**src/hw/rtl/tcp_flow_first_rtt_tracker_defines.svh**
```systemverilog
// Assertion macros shared by the tracker RTL.
// Included by modules that carry concurrent checks; no other dependencies.
`ifndef TCP_FLOW_FIRST_RTT_TRACKER_DEFINES_SVH
`define TCP_FLOW_FIRST_RTT_TRACKER_DEFINES_SVH
`ifndef SYNTHESIS
`define TFRT_ASSERT(lbl, clk, rst, expr) \
  lbl: assert property (@(posedge clk) disable iff (rst) (expr)) else $error("check failed");
`define TFRT_ASSERT_NEXT(lbl, clk, rst, ante, cons) \
  lbl: assert property (@(posedge clk) disable iff (rst) (ante) |=> (cons)) \
    else $error("check failed");
`else
`define TFRT_ASSERT(lbl, clk, rst, expr)
`define TFRT_ASSERT_NEXT(lbl, clk, rst, ante, cons)
`endif
`endif

```
**src/hw/rtl/tfrt_pkg.sv**
```systemverilog
// Types and constants for the TCP flow first-RTT tracker.
// No dependencies; used by the interfaces and all modules.
package tfrt_pkg;
  localparam int unsigned MaxFlowsDefault = 256;
  localparam int unsigned KeyW  = 96;
  localparam int unsigned TimeW = 48;
  localparam int unsigned SeqW  = 32;

  typedef struct packed {
    logic        is_valid_tcp;
    logic [31:0] src_addr;
    logic [15:0] src_port;
    logic [31:0] dst_addr;
    logic [15:0] dst_port;
    logic [47:0] time_us;
    logic [15:0] payload_len;
    logic [31:0] seq_num;
    logic [31:0] ack_num;
  } pkt_t;

  typedef struct packed {
    logic        ignored;
    logic [7:0]  own_slot;
    logic        new_flow;
    logic        table_full;
    logic        rtt_found;
    logic [7:0]  rtt_slot;
    logic [47:0] rtt_us;
  } res_t;

  typedef struct packed {
    logic data_seen;
    logic has_rtt;
    logic [TimeW-1:0] send_time;
    logic [SeqW-1:0]  first_seq;
  } rec_t;

  // Commands from the controller to the datapath.
  typedef struct packed {
    logic load;
    logic scan;
    logic own_rd;
    logic own_wr;
    logic rev_rd;
    logic rev_wr;
    logic res_load;
  } ctl_t;

  // Status from the datapath to the controller.
  typedef struct packed {
    logic tcp;
    logic scan_done;
    logic out_busy;
  } sts_t;
endpackage

```
**src/hw/rtl/tfrt_ctrl.sv**
```systemverilog
// Controller state machine of the tracker: sequences scan, updates and result.
// Depends on tfrt_pkg.
module tfrt_ctrl import tfrt_pkg::*; (
  input  logic clk,
  input  logic rst,
  input  logic in_valid,
  output logic in_ready,
  input  sts_t sts,
  output ctl_t ctl
);
  typedef enum logic [6:0] {
    S_IDLE   = 7'b0000001,
    S_SCAN   = 7'b0000010,
    S_OWN_RD = 7'b0000100,
    S_OWN_WR = 7'b0001000,
    S_REV_RD = 7'b0010000,
    S_REV_WR = 7'b0100000,
    S_RES    = 7'b1000000
  } state_t;

  state_t state, state_next;

  always_ff @(posedge clk) begin
    if (rst) state <= S_IDLE;
    else     state <= state_next;
  end

  always_comb begin
    state_next = state;
    ctl = '0;
    in_ready = 1'b0;
    unique case (state)
      S_IDLE: begin
        in_ready = 1'b1;
        if (in_valid) begin
          ctl.load = 1'b1;
          state_next = S_SCAN;
        end
      end
      S_SCAN: begin
        if (!sts.tcp) state_next = S_RES;
        else begin
          ctl.scan = 1'b1;
          if (sts.scan_done) state_next = S_OWN_RD;
        end
      end
      S_OWN_RD: begin
        ctl.own_rd = 1'b1;
        state_next = S_OWN_WR;
      end
      S_OWN_WR: begin
        ctl.own_wr = 1'b1;
        state_next = S_REV_RD;
      end
      S_REV_RD: begin
        ctl.rev_rd = 1'b1;
        state_next = S_REV_WR;
      end
      S_REV_WR: begin
        ctl.rev_wr = 1'b1;
        state_next = S_RES;
      end
      S_RES: begin
        if (!sts.out_busy) begin
          ctl.res_load = 1'b1;
          state_next = S_IDLE;
        end
      end
      default: state_next = S_IDLE;
    endcase
  end
endmodule

```
**config.mk**
```make
export PLATFORM = sky130hd
export DESIGN_NAME = tfrt_ctrl
export DESIGN_NICKNAME = d
export VERILOG_FILES = /design/src/hw/rtl/tcp_flow_first_rtt_tracker_defines.svh /design/src/hw/rtl/tfrt_pkg.sv /design/src/hw/rtl/tfrt_ctrl.sv
export SDC_FILE = /design/constraint.sdc
export NUM_CORES = 1
export LEC_CHECK = 0
export ABC_AREA = 0
export ABC_CLOCK_PERIOD_IN_PS = 3500
export BUFFER_PORTS_ARGS = -buffer_cell sky130_fd_sc_hd__buf_2
export CAP_MARGIN = 20
export CORE_AREA = 4 4 41 43
export DETAILED_ROUTE_END_ITERATION = 12
export DIE_AREA = 0 0 45 47
export PLACE_DENSITY = 0.59
export SLEW_MARGIN = 20
export SYNTH_ARGS = -nofsm -noshare
export SYNTH_HDL_FRONTEND = slang
export SYNTH_SLANG_ARGS = --single-unit
```
**constraint.sdc**
```tcl
create_clock -name clk -period 3.5 [get_ports clk]
set_input_delay 1.05 -clock clk [delete_from_list [all_inputs] [get_ports clk]]
set_output_delay 1.05 -clock clk [all_outputs]
set_load 0.05 [all_outputs]
```
==> key figures, run 1 <==
Status
  – Outcome: finished, final reports clean

Setup path
  – Worst reg-to-reg setup slack: approximately 1.6 ns
  – Critical-path maximum fanout: 11
  – Cell family with most CP delay: simple AND/OR/NAND/NOR gates
  – Worst reg2reg path depth: 4
  – Worst path bufs/invs: 2
  – Critical Path Source Type: flop
  – CP endpoint kind: output pin
  – CP max-delay cell: or4_4
  – Worst EP arrival: approximately 2.1 ns
  – Critical R2R Launch: state[6]
  – Reg2reg end: state[6]
  – Required @ worst endpoint: between 2 and 2.5 ns
  – Setup Crit Path Kind: flop to output pin
  – Max incr delay on CP: 0.42 ns
  – Crit path cell chain: or2_4 > or4_4 > or3b_4 > inv_1 > buf_2

Drt
  – DR DRC count: 0
  – Via-per-instance ratio: 5.49
  – Routed via count: roughly 460
  – Detail Route Antenna Nets: 0
  – WL final: 1.11 mm
  – Wire length per cell: 13.2 µm
  – DRT iter0 DRCs: 4
  – Total iterations of the first detailed-routing run: 3

CTS
  – Hold Buf Count CTS: 0
  – Clock Latency Late Sink: 0.25 ns
  – Worst-case clock buffer depth: 2
  – Clk slew on worst S/H paths: 0.06 ns
  – Total CTS buffers: 3
  – Post-CTS setup buffer count: 0
  – Max H-tree Level: 1
  – Root buffer cell: clkbuf_4
  – CTS Sinks: 7
  – TritonCTS clock tree: done
  – Number of gates resized after CTS: 0

Timing
  – Max transition margin: 0.652
  – RSZ-0062 raised after global routing: no
  – TNS Setup: 0 ns
  – Hold Slack: around 0.7 ns
  – Highest clock rate: 0.321 GHz
  – Worst clock skew: roughly 0.0047 ns
  – Max Slew Vio Count: 0
  – Final Hold Viols: 0
  – Post-layout min period: between 3 and 4 ns
  – Final setup viols: 0
  – Worst Tran Pin Value: 0.517 ns
  – Final period util: 0.890

Power
  – Total Power: 435 µW
  – PD cells: around 740 nW/µm²
  – Maximum vdd ir drop: ~0.38 mV
  – Lkg Pwr: 0.275 nW

Yosys
  – Register area share after synthesis: 0.284
  – Synth async-reset ratio: 0
  – Synth Area in Compound Gates: 0.195
  – Main combinational cell family by area after synthesis: simple AND/OR/NAND/NOR gates
  – Most used DFF post-synth: dfxtp_1
  – Synth Area in Adders: 0
  – Dominant cell type by area after synthesis: dfxtp_1
  – Synthesized area per cell: about 8.8 µm²
  – Count of mapped cells out of synthesis: 56
  – Post-Syn Area: 493 µm²
  – Xor-xnor portion of the synthesized cell area: 0.0355
  – Post-synth EDFFs: 0
  – #FFs+latches synth: 7
  – Area contributors post-synth: dfxtp_1 28%, nor4b_1 5.3%, nor2b_1 5.1%
  – Simple-Gate Fraction of Synth Area: 0.414
  – Number of library cell types mapped by synthesis: 33
  – Multiplexer share of the synthesized area: 0
  – Syn nets: 62
  – Yosys synthesis warning count: 0
  – Post-synth top area share: 0.284

Floorplanning
  – Die X: ~45 µm
  – Die Y: about 47 µm
  – Core area: around 1300 µm²
  – Site row count: 13
  – I/O pins: 14
  – Die Area: about 2100 µm²
  – Initial Utilization: 0.379

Global route
  – Pin count of the biggest net entering global routing: 12
  – Total grt overflow: 0
  – Vias in the first global route: 421
  – Gr usage total: 0.126
  – First-pass GRT wire length: between 1.5 and 2 mm
  – Initial antenna violation count: 0

Finish
  – Biggest regs: state: 7 flops
  – Commonest non-fill, non-tap cell in the layout: buf_2
  – Design Area, Final: 591 µm²
  – Nets: between 70 and 80
  – Diodes inserted: 0
  – Area growth, synth to finish: 19.8%
  – Max reg flops: 7
  – Layout cells sized above 1: 0.348
  – Commonest non-fill, non-tap cells in the layout: 13 x buf_2, 7 x dfxtp_1, 4 x nor2b_1
  – Biggest register: state

Min path
  – Worst Hold Depth: 2
  – Min-Delay Path Class: flop to flop
  – Hold EP: state[4]
  – Min-delay src: state[5]

Placement
  – RePlAce Congestion: 0.832
  – Post-DP HPWL: about 830 µm
  – Port bufs: 13
  – Placed Area: between 500 and 600 µm²

Flow run
  – Max-cap violation count: 0
layer usage:
metal | global-route usage | share of wire | up-vias
li1 | - | - | 238
met1 | 0.144 | 0.50 | 210
met2 | 0.186 | 0.42 | 11
met3 | 0.0383 | 0.048 | 2
met4 | 0.123 | 0.024 | 0
met5 | 0 | 0 | -
worst register-to-register path: cells and delay by family (launching register included):
kind	cells	cell delay, ns
AO/OA/AOI/OAI	1	0.29
flip-flops	1	0.40
AND/OR/NAND/NOR	3	1.11
stage by stage:
stage,std cells,utilization,setup slack [ns]
CTS,84,0.454,0.389
detailed placement,80,0.434,0.668
global route,84,0.454,0.304
global placement,80,0.434,0.684
finish,84,0.454,0.386
floorplan,56,-,0.182
cell usage after synthesis, types with 2 or more instances:
cell,instances
nor3b_1,3
nand2_1,2
nor2b_1,4
o21ai_0,3
inv_1,3
and4b_1,2
nor4b_1,3
a211o_1,2
clkbuf_1,2
nor2_1,3
dfxtp_1,7
area by class of cell:
| class | instances | area (µm²) |
|---|---|---|
| inverter | 3 | 11.3 |
| sequential | 7 | 140 |
| multi-input combinational | 42 | 329 |
| clock buffer | 4 | 26.3 |
| timing repair buffer | 13 | 65.1 |
| fill | 138 | 711 |
| tap | 15 | 18.8 |
report_power, final:
part,switching (mW),internal (mW),total (mW),leakage [nW]
combinational,0.138,0.0910,0.229,0.203
clock,0.0325,0.0437,0.0762,0.0150
sequential,0.0359,0.0946,0.131,0.0570
total,0.206,0.229,0.435,0.275
how the worst max path moves through the flow:
stage | start | endpoint | slack (ns) | cells past startpoint
detailed placement | state[6] | ctl[1] | 0.67 | 5
global route | state[6] | ctl[1] | 0.30 | 5
finish | state[6] | ctl[1] | 0.39 | 5
global placement | state[6] | ctl[1] | 0.68 | 5
floorplan | state[0] | ctl[3] | 0.18 | 4
CTS | state[6] | ctl[1] | 0.39 | 5
kinds of logic after synthesis:
group,count (synthesis)
compound gates,12
xor+xnor,2
flops,7
buf+inv,7
simple gates,28
Note: power is estimated with default switching activity, not from simulation.
==> run 2, diff against run 1 <==
--- a/config.mk
+++ b/config.mk
@@ -9,10 +9,12 @@
 export ABC_CLOCK_PERIOD_IN_PS = 3500
 export BUFFER_PORTS_ARGS = -buffer_cell sky130_fd_sc_hd__buf_2
 export CAP_MARGIN = 20
-export CORE_AREA = 4 4 41 43
+export CELL_PAD_IN_SITES_DETAIL_PLACEMENT = 1
+export CELL_PAD_IN_SITES_GLOBAL_PLACEMENT = 1
+export CORE_MARGIN = 4
+export CORE_UTILIZATION = 38
 export DETAILED_ROUTE_END_ITERATION = 12
-export DIE_AREA = 0 0 45 47
-export PLACE_DENSITY = 0.59
+export PLACE_DENSITY = 0.78
 export SLEW_MARGIN = 20
 export SYNTH_ARGS = -nofsm -noshare
 export SYNTH_HDL_FRONTEND = slang
==> run 2 against run 1 <==
Compared with the run above:
- final area down 0.21%
- critical path depth unchanged
- cell count shrank 1.2%
- sequential power is essentially flat
- largest power group unchanged
==> key figures, run 2 (synthesized netlist as in run 1, its figures left out) <==
Finish
  – Commonest non-fill, non-tap cells in the layout: 13 x buf_2, 7 x dfxtp_1, 4 x nor2b_1 (unchanged)
  – Commonest non-fill, non-tap cell in the layout: buf_2 (unchanged)
  – Biggest regs: state: 7 flops (unchanged)
  – Biggest register: state (unchanged)
  – Fillcell total: 144 (was 138)
  – Diodes inserted: 0 (unchanged)
  – Nets: 76 (unchanged)
  – Area growth, synth to finish: 19.5% (was 19.8%)
  – Layout cells sized above 1: 0.348 (unchanged)
  – Final core utilization: 0.503 (was 0.454)
  – Max reg flops: 7 (unchanged)

Timing
  – Worst clock skew: 0.00851 ns (was 0.00473 ns)
  – Final setup viols: 0 (unchanged)
  – Worst Tran Pin Value: 0.507 ns (was 0.517 ns)
  – Final Hold Viols: 0 (unchanged)
  – Final period util: 0.885 (was 0.890)
  – Max Slew Vio Count: 0 (unchanged)
  – Hold Slack: 0.677 ns (was 0.680 ns)
  – TNS Setup: 0 ns (unchanged)
  – Max transition margin: 0.659 (was 0.652)
  – RSZ-0062 raised after global routing: no (unchanged)
  – Final WS setup: 0.402 ns (was 0.386 ns)
  – Highest clock rate: 0.323 GHz (was 0.321 GHz)
  – Post-layout min period: 3.10 ns (was 3.11 ns)

Drt
  – Routed via count: 459 (was 461)
  – WL final: 1.21 mm (was 1.11 mm)
  – Detail Route Antenna Nets: 0 (unchanged)
  – Via-per-instance ratio: 5.53 (was 5.49)
  – Wire length per cell: 14.6 µm (was 13.2 µm)
  – DRT iter0 DRCs: 11 (was 4)
  – DR DRC count: 0 (unchanged)
  – Total iterations of the first detailed-routing run: 4 (was 3)

Setup path
  – CP endpoint kind: output pin (unchanged)
  – Required @ worst endpoint: 2.45 ns (about the same)
  – Worst EP arrival: 2.05 ns (was 2.06 ns)
  – Critical Path Source Type: flop (unchanged)
  – Setup Crit Path Kind: flop to output pin (unchanged)
  – Worst reg-to-reg setup slack: 1.62 ns (was 1.60 ns)
  – Critical-path maximum fanout: 11 (unchanged)

CTS
  – TritonCTS clock tree: done (unchanged)
  – Hold Buf Count CTS: 0 (unchanged)
  – Number of gates resized after CTS: 0 (unchanged)
  – Total CTS buffers: 3 (unchanged)
  – Post-CTS setup buffer count: 0 (unchanged)
  – Max H-tree Level: 1 (unchanged)
  – Root buffer cell: clkbuf_4 (unchanged)
  – Worst-case clock buffer depth: 2 (unchanged)
  – Clk slew on worst S/H paths: 0.06 ns (about the same)
  – Clock Latency Late Sink: 0.25 ns (about the same)
  – CTS Sinks: 7 (unchanged)

Global route
  – Initial antenna violation count: 0 (unchanged)
  – Gr usage total: 0.138 (was 0.126)
  – Vias in the first global route: 427 (was 421)
  – Pin count of the biggest net entering global routing: 12 (unchanged)
  – Total grt overflow: 0 (unchanged)
  – First-pass GRT wire length: 2.03 mm (was 1.83 mm)

Min path
  – Min-Delay Path Class: flop to flop (unchanged)

Flow run
  – Max-cap violation count: 0 (unchanged)

Placement
  – RePlAce Congestion: 0.765 (was 0.832)
  – Post-DP HPWL: 948 µm (was 826 µm)
  – Port bufs: 13 (unchanged)
  – Dpl ws: 0.649 ns (was 0.668 ns)

Status
  – Outcome: finished, final reports clean (unchanged)

Power
  – PD cells: 746 nW/µm² (was 737 nW/µm²)
  – Lkg Pwr: 0.275 nW (unchanged)
  – Maximum vdd ir drop: 0.397 mV (was 0.380 mV)
  – Total Power: 440 µW (was 435 µW)

Floorplanning
  – I/O pins: 14 (unchanged)
  – Site row count: 12 (was 13)
  – Initial Utilization: 0.421 (was 0.379)
  – Die Area: 1940 µm² (was 2120 µm²)
  – Die X: 44.0 µm (was 45 µm)
  – Core area: 1170 µm² (was 1300 µm²)
  – Die Y: 44.0 µm (was 47 µm)
==> run 2: final cells by class <==
class,instances,area (µm²),area share
repair buffers,13,65.1,0.110
multi-input cells,42,329,0.558
inverters,3,11.3,0.0191
clock buffers,4,26.3,0.0446
flip-flops and latches,7,140,0.238
well taps,14,17.5,0.0297
==> run 2: worst max-delay path: stages, from the launching register on <==
cell,delay (ns)
dfxtp_1,0.39
or2_4,0.29
or4_4,0.42
or3b_4,0.39
inv_1,0.06
buf_2,0.25
==> run 2: layer usage <==
metal / global-route usage / vias to the layer above / wire length [µm]
met3: 0.0122 / 2 / 36
met1: 0.185 / 210 / 605
met2: 0.218 / 9 / 556
li1: - / 238 / -
met4: 0.0723 / 0 / 15
met5: 0 / - / 0
==> run 2: stage by stage <==
step | cell area, µm² | instances
2_1_floorplan | 504 | 56
3_3_place_gp | 563 | 79
3_5_place_dp | 563 | 79
4_1_cts | 589 | 83
5_1_grt | 589 | 83
6_report | 589 | 83
==> run 2: power breakdown <==
group / leakage [nW] / total (mW) / internal (mW) / switching (mW)
combinational: 0.203 / 0.234 / 0.0911 / 0.143
sequential: 0.0570 / 0.130 / 0.0946 / 0.0350
clock: 0.0150 / 0.0765 / 0.0437 / 0.0327
total: 0.275 / 0.440 / 0.229 / 0.210
==> run 2: worst paths after layout <==
| kind | end | cells past startpoint | from |
|---|---|---|---|
| setup reg to reg | state[6] | 4 | state[6] |
| hold / removal | state[4] | 2 | state[5] |
| setup / recovery | ctl[1] | 5 | state[6] |
| hold reg to reg | state[4] | 2 | state[5] |
==> run 3, diff against run 2 <==
==> constraint.sdc (replaced) <==
create_clock -name clk -period 3.5 [get_ports clk]
set_input_delay 0.525 -clock clk [delete_from_list [all_inputs] [get_ports clk]]
set_output_delay 0.525 -clock clk [all_outputs]
set_load 0.05 [all_outputs]
==> run 3 against run 2 <==
Compared with the run above:
- clock skew decreased by 0.0023 ns
- combinational power down 3%
- cell count unchanged
- largest cell class unchanged
==> key figures, run 3 (synthesized netlist as in run 1, its figures left out) <==
Status
  – Outcome: finished, final reports clean (unchanged)

Timing
  – RSZ-0062 raised after global routing: no (unchanged)
  – Final Hold Viols: 0 (unchanged)
  – TNS Setup: 0 ns (unchanged)
  – Highest clock rate: 0.387 GHz (was 0.323 GHz)
  – Final setup viols: 0 (unchanged)
  – Worst clock skew: 0.00619 ns (was 0.00851 ns)
  – Worst Tran Pin Value: 0.524 ns (was 0.507 ns)
  – Max transition margin: 0.647 (was 0.659)
  – Max Slew Vio Count: 0 (unchanged)
  – Hold Slack: 0.524 ns (was 0.677 ns)
  – Post-layout min period: 2.58 ns (was 3.10 ns)
  – Final period util: 0.738 (was 0.885)

CTS
  – Hold Buf Count CTS: 0 (unchanged)
  – Max H-tree Level: 1 (unchanged)
  – Total CTS buffers: 3 (unchanged)
  – Clock Latency Late Sink: 0.26 ns (was 0.25 ns)
  – Root buffer cell: clkbuf_4 (unchanged)
  – CTS Sinks: 7 (unchanged)
  – Worst-case clock buffer depth: 2 (unchanged)
  – TritonCTS clock tree: done (unchanged)
  – Post-CTS setup buffer count: 0 (unchanged)
  – Clk slew on worst S/H paths: 0.06 ns (about the same)
  – Number of gates resized after CTS: 0 (unchanged)

Floorplanning
  – Core area: 1170 µm² (unchanged)
  – Die Y: 44.0 µm (unchanged)
  – I/O pins: 14 (unchanged)
  – Site row count: 12 (unchanged)
  – Die X: 44.0 µm (unchanged)
  – Die Area: 1940 µm² (unchanged)
  – Initial Utilization: 0.421 (unchanged)

Placement
  – Post-DP HPWL: 922 µm (was 948 µm)
  – Placed Cells: 79 (unchanged)
  – Port bufs: 13 (unchanged)
  – RePlAce Congestion: 0.852 (was 0.765)

Finish
  – Post-Layout Cell Count: 83 (unchanged)
  – Area growth, synth to finish: 17.3% (was 19.5%)
  – Nets: 76 (unchanged)
  – Biggest regs: state: 7 flops (unchanged)
  – Diodes inserted: 0 (unchanged)
  – Layout cells sized above 1: 0.319 (was 0.348)
  – Biggest register: state (unchanged)
  – Max reg flops: 7 (unchanged)
  – Commonest non-fill, non-tap cell in the layout: buf_2 (unchanged)
  – Commonest non-fill, non-tap cells in the layout: 13 x buf_2, 7 x dfxtp_1, 4 x nor2b_1 (unchanged)

Drt
  – Total iterations of the first detailed-routing run: 4 (unchanged)
  – Via-per-instance ratio: 5.71 (was 5.53)
  – DRT iter0 DRCs: 7 (was 11)
  – Detail Route Antenna Nets: 0 (unchanged)
  – Wire length per cell: 14.4 µm (was 14.6 µm)
  – Routed via count: 474 (was 459)
  – DR DRC count: 0 (unchanged)
  – WL final: 1.20 mm (was 1.21 mm)

Global route
  – Total grt overflow: 0 (unchanged)
  – Vias in the first global route: 469 (was 427)
  – First-pass GRT wire length: 2.08 mm (was 2.03 mm)
  – Gr usage total: 0.147 (was 0.138)
  – Initial antenna violation count: 0 (unchanged)
  – Pin count of the biggest net entering global routing: 12 (unchanged)

Setup path
  – Critical-path maximum fanout: 11 (unchanged)
  – Worst EP arrival: 2.06 ns (was 2.05 ns)
  – Required @ worst endpoint: 2.97 ns (was 2.45 ns)
  – Setup Crit Path Kind: flop to output pin (unchanged)
  – CP endpoint kind: output pin (unchanged)
  – Critical Path Source Type: flop (unchanged)

Min path
  – Min-Delay Path Class: input port to flop (was flop to flop)

Power
  – Lkg Pwr: 0.272 nW (was 0.275 nW)
  – Maximum vdd ir drop: 0.504 mV (was 0.397 mV)
  – Total Power: 432 µW (was 440 µW)
  – PD cells: 747 nW/µm² (was 746 nW/µm²)

Flow run
  – Max-cap violation count: 0 (unchanged)
[run 3: area by class of cell]
class / count / area [µm²]
Fill cell: 156 / 593
Multi-Input combinational cell: 42 / 318
Sequential cell: 7 / 140
Timing Repair Buffer: 13 / 65.1
Clock buffer: 4 / 26.3
Tap cell: 14 / 17.5
Inverter: 3 / 11.3
[run 3: layer usage]
layer / part of all wire / GRT usage
met1: 0.50 / 0.184
met2: 0.44 / 0.224
met3: 0.027 / 0.0244
met4: 0.033 / 0.108
met5: 0 / 0
[run 3: report_power, final]
group	internal [mW]	switching, mW	leakage (nW)
sequential	0.0946	0.0341	0.0570
combinational	0.0873	0.138	0.200
clock	0.0438	0.0335	0.0150
total	0.226	0.206	0.272
[run 3: final timing paths]
path               to  startpoint  slack (ns)  cells past startpoint
max            ctl[1]    state[6]        0.92                      5
min          state[6]         rst        0.52                      2
min reg2reg  state[4]    state[5]        0.68                      2
max reg2reg  state[6]    state[6]        1.61                      4
[run 3: critical path, stage by stage (launching register included)]
cell and delay [ns]:
dfxtp_1 0.39, or2_4 0.29, or4_4 0.42, or3b_4 0.39, inv_1 0.06, buf_2 0.25
[run 3: stage by stage]
| stage | setup WS, ns | instance area (µm²) | utilization |
|---|---|---|---|
| floorplan | 0.247 | 493 | - |
| global placement | 1.22 | 552 | 0.471 |
| detailed placement | 1.19 | 552 | 0.471 |
| CTS | 0.913 | 578 | 0.494 |
| global route | 0.720 | 578 | 0.494 |
| finish | 0.916 | 578 | 0.494 |
